<file path="config.mk">
export PLATFORM = sky130hd
export DESIGN_NAME = char_lcd_value_readout_unit
export DESIGN_NICKNAME = d
export VERILOG_FILES = /design/src/hdl/clvr_pkg.sv /design/src/hdl/clvr_front.sv /design/src/hdl/clvr_queue.sv /design/src/hdl/clvr_back.sv /design/src/hdl/char_lcd_value_readout_unit.sv
export VERILOG_INCLUDE_DIRS = /design/src /design/src/hdl
export SDC_FILE = /design/constraint.sdc
export NUM_CORES = 1
export LEC_CHECK = 0
export BUFFER_PORTS_ARGS = -buffer_cell sky130_fd_sc_hd__buf_4
export CORE_UTILIZATION = 58
export DETAILED_ROUTE_END_ITERATION = 7
export PLACE_DENSITY = 0.81
export SLEW_MARGIN = 5
export SYNTH_ARGS = -nofsm -noshare
export SYNTH_HDL_FRONTEND = slang
export SYNTH_HIERARCHICAL = 1
export SYNTH_SLANG_ARGS = --single-unit
</file>
<file path="constraint.sdc">
create_clock -name clk -period 3.4 [get_ports clk]
set_clock_uncertainty 0.05 [all_clocks]
set_input_delay 0.34 -clock clk [delete_from_list [all_inputs] [get_ports clk]]
set_output_delay 0.34 -clock clk [all_outputs]
set_load 0.005 [all_outputs]
</file>
<file path="src/hdl/char_lcd_value_readout_unit_assert.svh">
// assertion macros used by the back end of the lcd readout unit
`ifndef CHAR_LCD_VALUE_READOUT_UNIT_ASSERT_SVH
`define CHAR_LCD_VALUE_READOUT_UNIT_ASSERT_SVH

`ifndef NO_ASSERTIONS
// same-cycle implication, checked out of reset
`define CLVR_ASSERT_IMP(label, ante, cons) \
  label: assert property (@(posedge clk) disable iff (!rst_n) (ante) |-> (cons)) \
    else $error("clvr same-cycle check failed");
// next-cycle implication, checked out of reset
`define CLVR_ASSERT_NXT(label, ante, cons) \
  label: assert property (@(posedge clk) disable iff (!rst_n) (ante) |=> (cons)) \
    else $error("clvr next-cycle check failed");
`else
`define CLVR_ASSERT_IMP(label, ante, cons)
`define CLVR_ASSERT_NXT(label, ante, cons)
`endif

`endif

</file>
<file path="src/hdl/clvr_pkg.sv">
// shared types, codes and constants of the lcd readout unit
package clvr_pkg;

  localparam logic CMD_INIT = 1'b0;
  localparam logic CMD_SHOW = 1'b1;

  localparam logic RS_INSTR = 1'b0;
  localparam logic RS_DATA  = 1'b1;

  localparam int THR_W = 13;
  localparam logic [THR_W-1:0] THRESHOLD_RESET = 13'd2000;

  localparam int ADDR_W = 3;
  localparam logic REG_THRESHOLD = 1'b0;  // word index bit paddr[2]

  localparam int QUEUE_DEPTH = 2;

  localparam int POS_W = 6;
  localparam logic [POS_W-1:0] INIT_LAST = 6'd11;
  localparam logic [POS_W-1:0] SHOW_LAST = 6'd33;

  localparam logic [11:0] STEP_THOU = 12'd1000;
  localparam logic [9:0]  STEP_HUND = 10'd100;
  localparam logic [6:0]  STEP_TEN  = 7'd10;

  typedef struct packed {
    logic       cmd;
    logic       led_on;
    logic [3:0] d_thou;
    logic [3:0] d_hund;
    logic [3:0] d_tens;
    logic [3:0] d_ones;
  } desc_t;

endpackage

</file>
<file path="src/hdl/clvr_front.sv">
// front end: accepts requests, compares threshold and splits the sample into digits
module clvr_front (
  input  logic                        clk,
  input  logic                        rst_n,
  input  logic                        in_valid,
  output logic                        in_ready,
  input  logic                        in_command,
  input  logic [11:0]                 in_sample,
  input  logic [clvr_pkg::THR_W-1:0]  threshold,
  output logic                        push_valid,
  input  logic                        push_ready,
  output clvr_pkg::desc_t             push_desc
);

  logic       s1_v_r, s1_cmd_r, s1_on_r;
  logic [2:0] s1_thou_r;
  logic [9:0] s1_rem_r;
  logic       s2_v_r, s2_cmd_r, s2_on_r;
  logic [2:0] s2_thou_r;
  logic [3:0] s2_hund_r;
  logic [6:0] s2_rem_r;

  logic       s1_adv, s2_adv;
  logic [2:0] thou_c;
  logic [9:0] rem1_c;
  logic [3:0] hund_c;
  logic [6:0] rem2_c;
  logic [3:0] tens_c;
  logic [3:0] ones_c;

  assign s2_adv   = s2_v_r && push_ready;
  assign s1_adv   = s1_v_r && (!s2_v_r || s2_adv);
  assign in_ready = !s1_v_r || s1_adv;

  // thousands digit from four parallel compares
  always_comb begin
    thou_c = '0;
    for (int k = 1; k <= 4; k++) begin
      if (in_sample >= 12'(k * 1000)) thou_c = 3'(k);
    end
    rem1_c = 10'(in_sample - 12'(thou_c) * clvr_pkg::STEP_THOU);
  end

  always_comb begin
    hund_c = '0;
    for (int k = 1; k <= 9; k++) begin
      if (s1_rem_r >= 10'(k * 100)) hund_c = 4'(k);
    end
    rem2_c = 7'(s1_rem_r - 10'(hund_c) * clvr_pkg::STEP_HUND);
  end

  always_comb begin
    tens_c = '0;
    for (int k = 1; k <= 9; k++) begin
      if (s2_rem_r >= 7'(k * 10)) tens_c = 4'(k);
    end
    ones_c = 4'(s2_rem_r - 7'(tens_c) * clvr_pkg::STEP_TEN);
  end

  always_ff @(posedge clk) begin
    if (!rst_n) begin
      s1_v_r <= 1'b0;
      s2_v_r <= 1'b0;
    end else begin
      if (in_ready) s1_v_r <= in_valid;
      if (!s2_v_r || s2_adv) s2_v_r <= s1_v_r;
    end
  end

  always_ff @(posedge clk) begin
    if (in_valid && in_ready) begin
      s1_cmd_r  <= in_command;
      s1_on_r   <= ({1'b0, in_sample} < threshold);
      s1_thou_r <= thou_c;
      s1_rem_r  <= rem1_c;
    end
    if (s1_adv) begin
      s2_cmd_r  <= s1_cmd_r;
      s2_on_r   <= s1_on_r;
      s2_thou_r <= s1_thou_r;
      s2_hund_r <= hund_c;
      s2_rem_r  <= rem2_c;
    end
  end

  assign push_valid       = s2_v_r;
  assign push_desc.cmd    = s2_cmd_r;
  assign push_desc.led_on = s2_on_r;
  assign push_desc.d_thou = {1'b0, s2_thou_r};
  assign push_desc.d_hund = s2_hund_r;
  assign push_desc.d_tens = tens_c;
  assign push_desc.d_ones = ones_c;

endmodule

</file>
<file path="src/hdl/clvr_queue.sv">
// short request queue between front and back
module clvr_queue #(
  parameter int DEPTH = clvr_pkg::QUEUE_DEPTH
) (
  input  logic            clk,
  input  logic            rst_n,
  input  logic            push_valid,
  output logic            push_ready,
  input  clvr_pkg::desc_t push_desc,
  output logic            pop_valid,
  input  logic            pop_ready,
  output clvr_pkg::desc_t pop_desc
);

  localparam int PTR_W = (DEPTH > 1) ? $clog2(DEPTH) : 1;
  localparam int CNT_W = $clog2(DEPTH + 1);

  clvr_pkg::desc_t   mem_r [DEPTH];
  logic [PTR_W-1:0]  wr_ptr_r, rd_ptr_r;
  logic [CNT_W-1:0]  cnt_r;
  logic              do_push, do_pop;

  assign push_ready = (cnt_r != CNT_W'(DEPTH));
  assign pop_valid  = (cnt_r != '0);
  assign do_push    = push_valid && push_ready;
  assign do_pop     = pop_valid && pop_ready;
  assign pop_desc   = mem_r[rd_ptr_r];

  always_ff @(posedge clk) begin
    if (!rst_n) begin
      wr_ptr_r <= '0;
      rd_ptr_r <= '0;
      cnt_r    <= '0;
    end else begin
      if (do_push) begin
        wr_ptr_r <= (wr_ptr_r == PTR_W'(DEPTH - 1)) ? '0 : wr_ptr_r + 1'b1;
      end
      if (do_pop) begin
        rd_ptr_r <= (rd_ptr_r == PTR_W'(DEPTH - 1)) ? '0 : rd_ptr_r + 1'b1;
      end
      if (do_push && !do_pop) cnt_r <= cnt_r + 1'b1;
      else if (do_pop && !do_push) cnt_r <= cnt_r - 1'b1;
    end
  end

  always_ff @(posedge clk) begin
    if (do_push) mem_r[wr_ptr_r] <= push_desc;
  end

endmodule

</file>
<file path="src/hdl/clvr_back.sv">
// back end: walks one request and emits its nibble writes through an output register
module clvr_back (
  input  logic            clk,
  input  logic            rst_n,
  input  logic            pop_valid,
  output logic            pop_ready,
  input  clvr_pkg::desc_t pop_desc,
  output logic            out_valid,
  input  logic            out_ready,
  output logic            out_register_select,
  output logic [3:0]      out_nibble,
  output logic            out_last
);

  `include "char_lcd_value_readout_unit_assert.svh"

  logic                          active_r;
  logic [clvr_pkg::POS_W-1:0]    pos_r, pos_nxt;
  clvr_pkg::desc_t               desc_r;
  logic                          out_valid_r, out_rs_r, out_last_r;
  logic [3:0]                    out_nib_r;

  logic       out_load, is_last, pop;
  logic       rs_c;
  logic [7:0] byte_c;
  logic [3:0] nib_c;

  assign out_load = active_r && (!out_valid_r || out_ready);
  assign is_last  = (pos_r == ((desc_r.cmd == clvr_pkg::CMD_INIT) ?
                               clvr_pkg::INIT_LAST : clvr_pkg::SHOW_LAST));
  assign pop       = pop_valid && (!active_r || (out_load && is_last));
  assign pop_ready = !active_r || (out_load && is_last);
  assign pos_nxt   = is_last ? '0 : pos_r + 1'b1;

  // byte and register select for the current position
  always_comb begin
    rs_c   = clvr_pkg::RS_DATA;
    byte_c = 8'h00;
    if (desc_r.cmd == clvr_pkg::CMD_INIT) begin
      rs_c = clvr_pkg::RS_INSTR;
      unique case (pos_r)
        6'd0, 6'd1, 6'd2: byte_c = 8'h33;
        6'd3:             byte_c = 8'h22;
        6'd4, 6'd5:       byte_c = 8'h28;
        6'd6, 6'd7:       byte_c = 8'h0C;
        6'd8, 6'd9:       byte_c = 8'h06;
        default:          byte_c = 8'h01;
      endcase
    end else begin
      unique case (pos_r[5:1])
        5'd0:  begin rs_c = clvr_pkg::RS_INSTR; byte_c = 8'h80; end
        5'd1:  byte_c = 8'h41;
        5'd2:  byte_c = 8'h44;
        5'd3:  byte_c = 8'h43;
        5'd4:  byte_c = 8'h3D;
        5'd5:  byte_c = {4'h3, desc_r.d_thou};
        5'd6:  byte_c = {4'h3, desc_r.d_hund};
        5'd7:  byte_c = {4'h3, desc_r.d_tens};
        5'd8:  byte_c = {4'h3, desc_r.d_ones};
        5'd9:  begin rs_c = clvr_pkg::RS_INSTR; byte_c = 8'hC0; end
        5'd10: byte_c = 8'h4C;
        5'd11: byte_c = 8'h45;
        5'd12: byte_c = 8'h44;
        5'd13: byte_c = 8'h3D;
        5'd14: byte_c = 8'h4F;
        5'd15: byte_c = desc_r.led_on ? 8'h4E : 8'h46;
        default: byte_c = desc_r.led_on ? 8'h20 : 8'h46;
      endcase
    end
    nib_c = pos_r[0] ? byte_c[3:0] : byte_c[7:4];
  end

  always_ff @(posedge clk) begin
    if (!rst_n) begin
      active_r    <= 1'b0;
      pos_r       <= '0;
      out_valid_r <= 1'b0;
    end else begin
      if (out_load) begin
        out_valid_r <= 1'b1;
        pos_r       <= pos_nxt;
        if (is_last) active_r <= pop_valid;
      end else begin
        if (out_ready) out_valid_r <= 1'b0;
        if (!active_r && pop_valid) begin
          active_r <= 1'b1;
          pos_r    <= '0;
        end
      end
    end
  end

  always_ff @(posedge clk) begin
    if (pop) desc_r <= pop_desc;
    if (out_load) begin
      out_rs_r   <= rs_c;
      out_nib_r  <= nib_c;
      out_last_r <= is_last;
    end
  end

  assign out_valid           = out_valid_r;
  assign out_register_select = out_rs_r;
  assign out_nibble          = out_nib_r;
  assign out_last            = out_last_r;

  `CLVR_ASSERT_IMP(a_pos_range, active_r, pos_r <= clvr_pkg::SHOW_LAST)
  `CLVR_ASSERT_IMP(a_init_range, active_r && desc_r.cmd == clvr_pkg::CMD_INIT,
                   pos_r <= clvr_pkg::INIT_LAST)
  `CLVR_ASSERT_NXT(a_mid_run, out_load && !is_last, active_r && pos_r != '0)

endmodule

</file>
<file path="src/hdl/char_lcd_value_readout_unit.sv">
// top level of the character lcd value readout unit
//
//  channel   payload                                     handshake
//  in        in_command, in_sample                       in_valid / in_ready
//  out       out_register_select, out_nibble, out_last   out_valid / out_ready
//  cfg       paddr, pwdata, prdata                       psel, penable, pwrite, pready high
//
// an init transaction gives 12 nibble writes, a show transaction 34, one per cycle unless out_ready stalls them
// the nibble sequencer in the back end sets the rate at which show samples are taken
// a transaction passes the digit pipeline registers s1 and s2 before it is pushed into the queue,
// and when the back end is idle its first nibble then passes the queue, desc_r and the output register
// back-to-back requests run without gaps: the next one is taken on the last nibble
// rst_n is synchronous; it empties the pipeline and queue and sets the threshold to 2000
// a stalled out channel fills the queue and the two front stages, then drops in_ready
module char_lcd_value_readout_unit #(
  parameter int QUEUE_DEPTH = clvr_pkg::QUEUE_DEPTH
) (
  input  logic                         clk,
  input  logic                         rst_n,
  // request channel
  input  logic                         in_valid,
  output logic                         in_ready,
  input  logic                         in_command,
  input  logic [11:0]                  in_sample,
  // nibble write channel
  output logic                         out_valid,
  input  logic                         out_ready,
  output logic                         out_register_select,
  output logic [3:0]                   out_nibble,
  output logic                         out_last,
  // register port
  input  logic                         psel,
  input  logic                         penable,
  input  logic                         pwrite,
  input  logic [clvr_pkg::ADDR_W-1:0]  paddr,
  input  logic [31:0]                  pwdata,
  output logic [31:0]                  prdata,
  output logic                         pready
);

  logic [clvr_pkg::THR_W-1:0] thr_r;
  logic                       cfg_wr;

  logic            push_valid, push_ready;
  clvr_pkg::desc_t push_desc;
  logic            pop_valid, pop_ready;
  clvr_pkg::desc_t pop_desc;

  // register port: single threshold register at word 0
  assign pready = 1'b1;
  assign cfg_wr = psel && penable && pwrite && pready;

  always_ff @(posedge clk) begin
    if (!rst_n) begin
      thr_r <= clvr_pkg::THRESHOLD_RESET;
    end else if (cfg_wr && paddr[2] == clvr_pkg::REG_THRESHOLD) begin
      thr_r <= pwdata[clvr_pkg::THR_W-1:0];
    end
  end

  // reads of unmapped words return zero
  assign prdata = (paddr[2] == clvr_pkg::REG_THRESHOLD) ?
                  {{(32 - clvr_pkg::THR_W){1'b0}}, thr_r} : 32'd0;

  // front end: threshold compare and decimal split
  clvr_front u_front (
    .clk        (clk),
    .rst_n      (rst_n),
    .in_valid   (in_valid),
    .in_ready   (in_ready),
    .in_command (in_command),
    .in_sample  (in_sample),
    .threshold  (thr_r),
    .push_valid (push_valid),
    .push_ready (push_ready),
    .push_desc  (push_desc)
  );

  // decoupling queue
  clvr_queue #(
    .DEPTH (QUEUE_DEPTH)
  ) u_queue (
    .clk        (clk),
    .rst_n      (rst_n),
    .push_valid (push_valid),
    .push_ready (push_ready),
    .push_desc  (push_desc),
    .pop_valid  (pop_valid),
    .pop_ready  (pop_ready),
    .pop_desc   (pop_desc)
  );

  // back end: nibble sequencer with output register
  clvr_back u_back (
    .clk                 (clk),
    .rst_n               (rst_n),
    .pop_valid           (pop_valid),
    .pop_ready           (pop_ready),
    .pop_desc            (pop_desc),
    .out_valid           (out_valid),
    .out_ready           (out_ready),
    .out_register_select (out_register_select),
    .out_nibble          (out_nibble),
    .out_last            (out_last)
  );

endmodule

</file>
==> flow_summary.toml, run 1 <==
[outcome]
status = "finished clean"

[clock_tree]
cts.sinks = 125
path_clk_slew_ns = 0.05
cts_hold_buffers = 0
clk_latency_ns = 0.40
cts_tree = "built"
htreeDepth = 4
clock_path_buffers = 2
cts_made_buffers = 17
cts-root-buf = "clkbuf_16"

[synthesis]
synth_top_flop_cell = "edfxtp_1"
avgSynthCellArea_um2 = 11.5
syn_inst = 577
async_flop_share_pct = 0
synth_edf_count = 91
ys_seq_area_share_pct = 51.4
ys_ff_latch = 125
netlist_area_um2 = 6640
yosys_warnings = 6
synth_cell_types = 76

[critical_path]
crit_buf_inv = 1
crit_end = "u_front/s2_rem_r[6]$_DFFE_PP_"
r2r_slack_ns = 0.14
crit_path_max_incr_delay_ns = 0.52
start_kind = "flip-flop"
worst-path-stages = 12
crit_path_cell_trace = "or3_4, a31oi_1, a211oi_1, a21oi_2, ha_1, fa_1, inv_1, a21o_1, a21oi_1, xnor2_1, xnor2_2, xnor2_1"
crit_type = "reg2reg"
arrival_ns = 3.35
worst_setup_path_end_kind = "flip-flop"
r2r_start = "u_front/s1_rem_r[4]$_DFFE_PP_"
crit_slowest_cell = "edfxtp_1"
cp_max_fo = 8
reg2reg_depth = 12
worst_path_most_repeated_cell = "xnor2_1"
critPathTopFamily = "compound AO/OA/AOI/OAI gates"
r2r-end = "u_front/s2_rem_r[6]$_DFFE_PP_"
required_ns = 3.49
setup.worst_path.start = "u_front/s1_rem_r[4]$_DFFE_PP_"

[cells_and_area]
layout_commonest_cell = "edfxtp_1"
diodes = 0
n_fill_cell = 752
finalNetCount = 714
final_cells = 778
drive_above_1_share_pct = 20.7
layout_common_cells = "91 x edfxtp_1, 59 x buf_4, 44 x inv_1"
area_delta_synth_final_pct = 14.6

[sta]
worst_slew_pin_slew_ns = 0.881
relSlewSlack_pct = 41.3
hold_viol_final = 0
max_freq_ghz = 0.307
fin_crit_ns = 3.26
fin_tns_setup_ns = 0
slew_viol_final = 0
rsz0062_at_grt = "false"
finalSetupViolCount = 0
fin_crit_sh_pct = 95.8

[grt]
first_global_vias = 4272
grt_pass1_wl_um = 19500
antenna_found_initial = 0
grt_overflow = 0
grt_max_degree = 39
grt_usage_pct = 21.5

[placement]
dp_cells = 744
hpwl_um = 8330
place.gp.congestion = 0.845
port-buffer-count = 54

[floorplanning]
core_area_um2 = 11000
die_y_um = 109
initial_core_util_pct = 60.4
die-area_um2 = 11900
ios = 96
die_x_um = 109
rows = 38

[detailed_routing]
first_pass_iters = 5
via_per_inst = 5.55
ant_nets = 0
via_count = 4320
first_iter_violations = 233
post-route-drc-count = 0
wire_per_inst_um = 15.3
routed_wl_um = 11900

[power]
ir_drop_v = 0.000330
leakagePower_nw = 3.03
cellPowerDensity_nw_per_um2 = 720

[run]
drv_cap = 0

[hold_path]
hp-class = "in2reg"
==> what timing repair did <==
| action | CTS | global route |
|---|---|---|
| setup buffers | 0 | 2 |
| cloned | 0 | 0 |
| endpoints found under the setup margin | 1 | 1 |
| pin swaps | 0 | 0 |
| resized for setup | 1 | 0 |
==> synthesized netlist by cell type, types with 3 or more instances <==
cell,count,area [um2]
o21a_1,3,22.5
mux2_2,19,214
a21oi_1,28,140
clkbuf_1,9,33.8
xnor2_1,13,114
nor3b_1,3,22.5
nor3_1,3,15.0
nand2_1,32,120
ha_1,30,375
edfxtp_1,91,2730
o21bai_1,3,22.5
and3_1,4,25.0
and2b_2,3,26.3
a41oi_1,4,35.0
nor2_1,21,78.8
inv_1,44,165
a21o_1,12,90.1
buf_2,8,40.0
o21ai_0,21,105
conb_1,3,11.3
a31oi_1,9,56.3
nor2b_1,34,213
dfxtp_1,34,681
nand2b_1,7,43.8
buf_4,25,188
and2_1,10,62.6
fa_1,4,80.1
nand4_1,5,31.3
o211ai_1,3,22.5
mux2i_1,17,170
buf_6,3,33.8
xor2_1,8,70.1
nand3b_1,3,22.5
or2_2,3,18.8
nand3_1,6,30.0
==> layer usage <==
layer  vias up  wire, um  global-route usage, %
li1       2122         -                      -
met1      2032      4740                   23.5
met2       134      6270                   38.5
met3        32       610                   6.58
met4         0       261                   8.49
met5         -         0                      0
==> power breakdown <==
group / internal (mW) / total (mW) / switching, mW / leakage [nW]
Sequential: 2.06 / 2.30 / 0.245 / 1.13
Combinational: 0.683 / 1.39 / 0.709 / 1.60
Clock: 1.16 / 1.78 / 0.613 / 0.304
Total: 3.91 / 5.47 / 1.57 / 3.03
==> worst min path at each step <==
stage	startpoint	end	cells past startpoint
2_1_floorplan	u_front/s1_cmd_r$_DFFE_PP_	u_front/s2_cmd_r$_DFFE_PP_	0
3_3_place_gp	u_front/s1_rem_r[0]$_DFFE_PP_	u_front/s2_rem_r[0]$_DFFE_PP_	0
3_5_place_dp	u_front/s1_cmd_r$_DFFE_PP_	u_front/s2_cmd_r$_DFFE_PP_	0
4_1_cts	in_command	u_front/s1_cmd_r$_DFFE_PP_	1
5_1_grt	in_command	u_front/s1_cmd_r$_DFFE_PP_	1
6_report	in_sample[0]	u_front/s1_rem_r[0]$_DFFE_PP_	1
==> logic make-up (layout without fill, tap and decap cells) <==
| logic type | after synthesis | after routing | synth area share [%] |
|---|---|---|---|
| simple gates | 145 | 145 | 12.4 |
| flops | 125 | 125 | 51.4 |
| compound gates | 117 | 117 | 12.6 |
| buf+inv | 93 | 135 | 7.45 |
| fa+ha+maj | 36 | 36 | 7.16 |
| mux | 36 | 36 | 5.79 |
| xor+xnor | 22 | 22 | 3.02 |
| other cells | 3 | 22 | 0.170 |
==> metrics by stage <==
step / util (%) / instance area, um2 / hold WS, ns / setup slack [ns] / total power, mW
detailed placement: 63.6 / 6980 / 0.355 / 0.0845 / 3.69
CTS: 69.1 / 7590 / 0.0604 / 0.0897 / 5.50
global placement: 63.6 / 6980 / 0.351 / 0.263 / 3.58
finish: 69.3 / 7610 / 0.0715 / 0.142 / 5.47
global route: 69.3 / 7610 / 0.0500 / 0.0115 / 5.76
floorplan: - / 6710 / 0.350 / 0.484 / 3.37
==> flip-flops by register name, summed over array words and instances (netlist names), named ones only <==
register                    cells
u_front/s2_rem_r                7
u_front/s1_rem_r               10
u_front/s2_thou_r               3
u_queue/mem_r                  36
u_front/s1_cmd_r                1
u_back/pos_r                    6
u_queue/wr_ptr_r                1
thr_r                          13
u_back/out_register_select      1
u_front/s1_v_r                  1
u_back/out_valid                1
u_front/s1_on_r                 1
u_queue/cnt_r                   2
u_back/desc_r                  18
u_front/s2_hund_r               4
u_back/active_r                 1
u_front/s1_thou_r               3
u_queue/rd_ptr_r                1
u_back/out_last                 1
u_front/s2_on_r                 1
u_back/out_nibble               4
u_front/s2_cmd_r                1
u_front/push_valid              1
==> area by class of cell <==
type / count / area, um2 / share of cell area, %
Timing Repair Buffer: 59 / 443 / 5.82
Clock buffer: 23 / 531 / 6.97
Tap cell: 140 / 175 / 2.30
Clock inverter: 9 / 75.1 / 0.987
Inverter: 44 / 165 / 2.17
Sequential cell: 125 / 3410 / 44.9
Multi-Input combinational cell: 378 / 2800 / 36.9
==> worst reg2reg max path, cell delays in order, from the launching register on <==
cell,delay [ns]
edfxtp_1,0.52
or3_4,0.44
a31oi_1,0.31
a211oi_1,0.16
a21oi_2,0.28
ha_1,0.24
fa_1,0.21
inv_1,0.05
a21o_1,0.15
a21oi_1,0.17
xnor2_1,0.18
xnor2_2,0.15
xnor2_1,0.10
(Power assumes the default switching activity.)
==> run 2: changes to the inputs <==
Settings changed: CORE_ASPECT_RATIO set to 1.75.
==> run 2 against run 1 <==
Global-route usage up 1.0 points. Combinational power increased by 4%. Sequential power about the same. Cell count is the same. Critical path type unchanged. Power increased by 1.7%. Largest power group unchanged. Count of clock-buffer cells in the layout down 5. Register-to-register slack worse by 0.07 ns. Wire length grew 14%. Utilization fell by 0.32 points. Sequential cell count unchanged.
==> flow_summary.toml, run 2 (same netlist as run 1, synthesis figures left out) <==
[power]
ir_drop_v = 0.000442
leakagePower_nw = 3.04
cellPowerDensity_nw_per_um2 = 727
power_frac_comb_pct = 26.0
clkPwrFrac_pct = 32.5
seq_power_share_pct = 41.5
p_switching_mw = 1.65
p_int_mw = 3.91
swShare_pct = 29.7

[cells_and_area]
largest_reg_flops = 36
drive_above_1_share_pct = 21.7
layout_common_cells = "91 x edfxtp_1, 67 x buf_4, 44 x inv_1"
diodes = 0
finalNetCount = 722
area_delta_synth_final_pct = 15.3
final_cells = 778
final_core_util_pct = 68.9
layout_commonest_cell = "edfxtp_1"
largest_register = "u_queue/mem_r"
n_fill_cell = 777
top_regs = "u_queue/mem_r x36, u_back/desc_r x18, thr_r x13"

[floorplanning]
die_x_um = 82.9
initial_core_util_pct = 59.8
core_area_um2 = 11100
die-area_um2 = 11900
rows = 51
ios = 96
die_y_um = 144

[grt]
grt_usage_pct = 22.5
grt_max_degree = 39
antenna_found_initial = 0
first_global_vias = 4447
grt_overflow = 0
grt_pass1_wl_um = 20600

[sta]
relSlewSlack_pct = 41.1
hold_viol_final = 0
timing.final.ws_setup_ns = 0.0721
worst_slew_pin_slew_ns = 0.884
slew_viol_final = 0
fin_crit_sh_pct = 97.9
fin_crit_ns = 3.33
max_freq_ghz = 0.300
finalSetupViolCount = 0

[clock_tree]
cts-root-buf = "clkbuf_16"
clock_path_buffers = 2
cts_hold_buffers = 0
cts.sinks = 125
cts_tree = "built"
clk_latency_ns = 0.41
path_clk_slew_ns = 0.06
htreeDepth = 4
cts_made_buffers = 17

[critical_path]
r2r-end = "u_front/s2_rem_r[6]$_DFFE_PP_"
crit_type = "reg2reg"
r2r_slack_ns = 0.07
required_ns = 3.50
arrival_ns = 3.43
worst_setup_path_end_kind = "flip-flop"
cp_max_fo = 8
reg2reg_depth = 13
start_kind = "flip-flop"
r2r_start = "u_front/s1_rem_r[4]$_DFFE_PP_"

[hold_path]
hold_path_end = "u_front/s1_cmd_r$_DFFE_PP_"
hold_path_depth = 1
hp-class = "in2reg"
min_from = "in_command"

[outcome]
status = "finished clean"

[detailed_routing]
first_iter_violations = 219
first_pass_iters = 5
via_per_inst = 5.81
via_count = 4521
routed_wl_um = 13600
ant_nets = 0
post-route-drc-count = 0
wire_per_inst_um = 17.4

[placement]
dp_cells = 740
hpwl_um = 9170
place.gp.congestion = 0.916
place_ws_ns = 0.0854
port-buffer-count = 54

[run]
drv_cap = 0
-- run 2: routing by layer --
layer	up-vias	share of wire [%]	track usage [%]	wire [um]
met3	47	4.5	5.17	613
met2	182	59	45.3	7970
met1	2157	33	19.8	4530
met5	-	0	0	0
li1	2135	-	-	-
met4	0	3.4	13.1	461
-- run 2: layout make-up --
| class | count | area (um2) | share of cell area, % |
|---|---|---|---|
| inverter | 44 | 165 | 2.16 |
| timing repair buffer | 67 | 503 | 6.57 |
| multi-input combinational | 378 | 2810 | 36.7 |
| clock buffer | 18 | 429 | 5.61 |
| tap | 132 | 165 | 2.16 |
| clock inverter | 14 | 169 | 2.21 |
| sequential | 125 | 3410 | 44.6 |
-- run 2: how the worst max path moves through the flow --
| stage | start | endpoint | slack (ns) | depth (start not counted) |
|---|---|---|---|---|
| finish | u_front/s1_rem_r[4]$_DFFE_PP_ | u_front/s2_rem_r[6]$_DFFE_PP_ | 0.07 | 13 |
| floorplan | in_sample[8] | u_front/s1_rem_r[9]$_DFFE_PP_ | 0.48 | 12 |
| global placement | u_front/s1_rem_r[6]$_DFFE_PP_ | u_front/s2_rem_r[6]$_DFFE_PP_ | 0.22 | 12 |
| global route | u_front/s1_rem_r[4]$_DFFE_PP_ | u_front/s2_rem_r[6]$_DFFE_PP_ | -0.04 | 13 |
| detailed placement | u_front/s1_rem_r[6]$_DFFE_PP_ | u_front/s2_rem_r[6]$_DFFE_PP_ | 0.09 | 12 |
| CTS | u_front/s1_rem_r[6]$_DFFE_PP_ | u_front/s2_rem_r[6]$_DFFE_PP_ | 0.09 | 12 |
-- run 2: timing repair --
item	CTS	global route
cloned	0	0
resized for setup	1	1
setup endpoints to repair	1	1
setup buffers	0	6
-- run 2: power groups by stage --
stage | registers (mW) | logic [mW] | clock network, mW
floorplan | 2.18 | 1.19 | 0
detailed placement | 2.32 | 1.37 | 0
global route | 2.34 | 1.58 | 1.90
global placement | 2.30 | 1.31 | 0
CTS | 2.30 | 1.41 | 1.83
finish | 2.31 | 1.44 | 1.81
-- run 2: critical path, stage by stage (launching register included) --
cell      delay (ns)
edfxtp_1        0.53
or3_4           0.46
nor3_1          0.21
o21ai_0         0.17
o21ai_0         0.14
a21oi_2         0.10
ha_1            0.24
fa_1            0.42
inv_1           0.07
a21o_1          0.11
a21oi_1         0.07
xnor2_1         0.25
xnor2_2         0.16
xnor2_1         0.10
-- run 2: per-stage QoR --
stage / area [um2] / power [mW] / setup TNS (ns) / hold slack, ns
detailed placement: 7000 / 3.70 / 0 / 0.359
finish: 7650 / 5.56 / 0 / 0.0483
CTS: 7600 / 5.54 / 0 / 0.0389
floorplan: 6710 / 3.37 / 0 / 0.350
global route: 7650 / 5.81 / -0.0446 / 0.0333
global placement: 7000 / 3.60 / 0 / 0.350
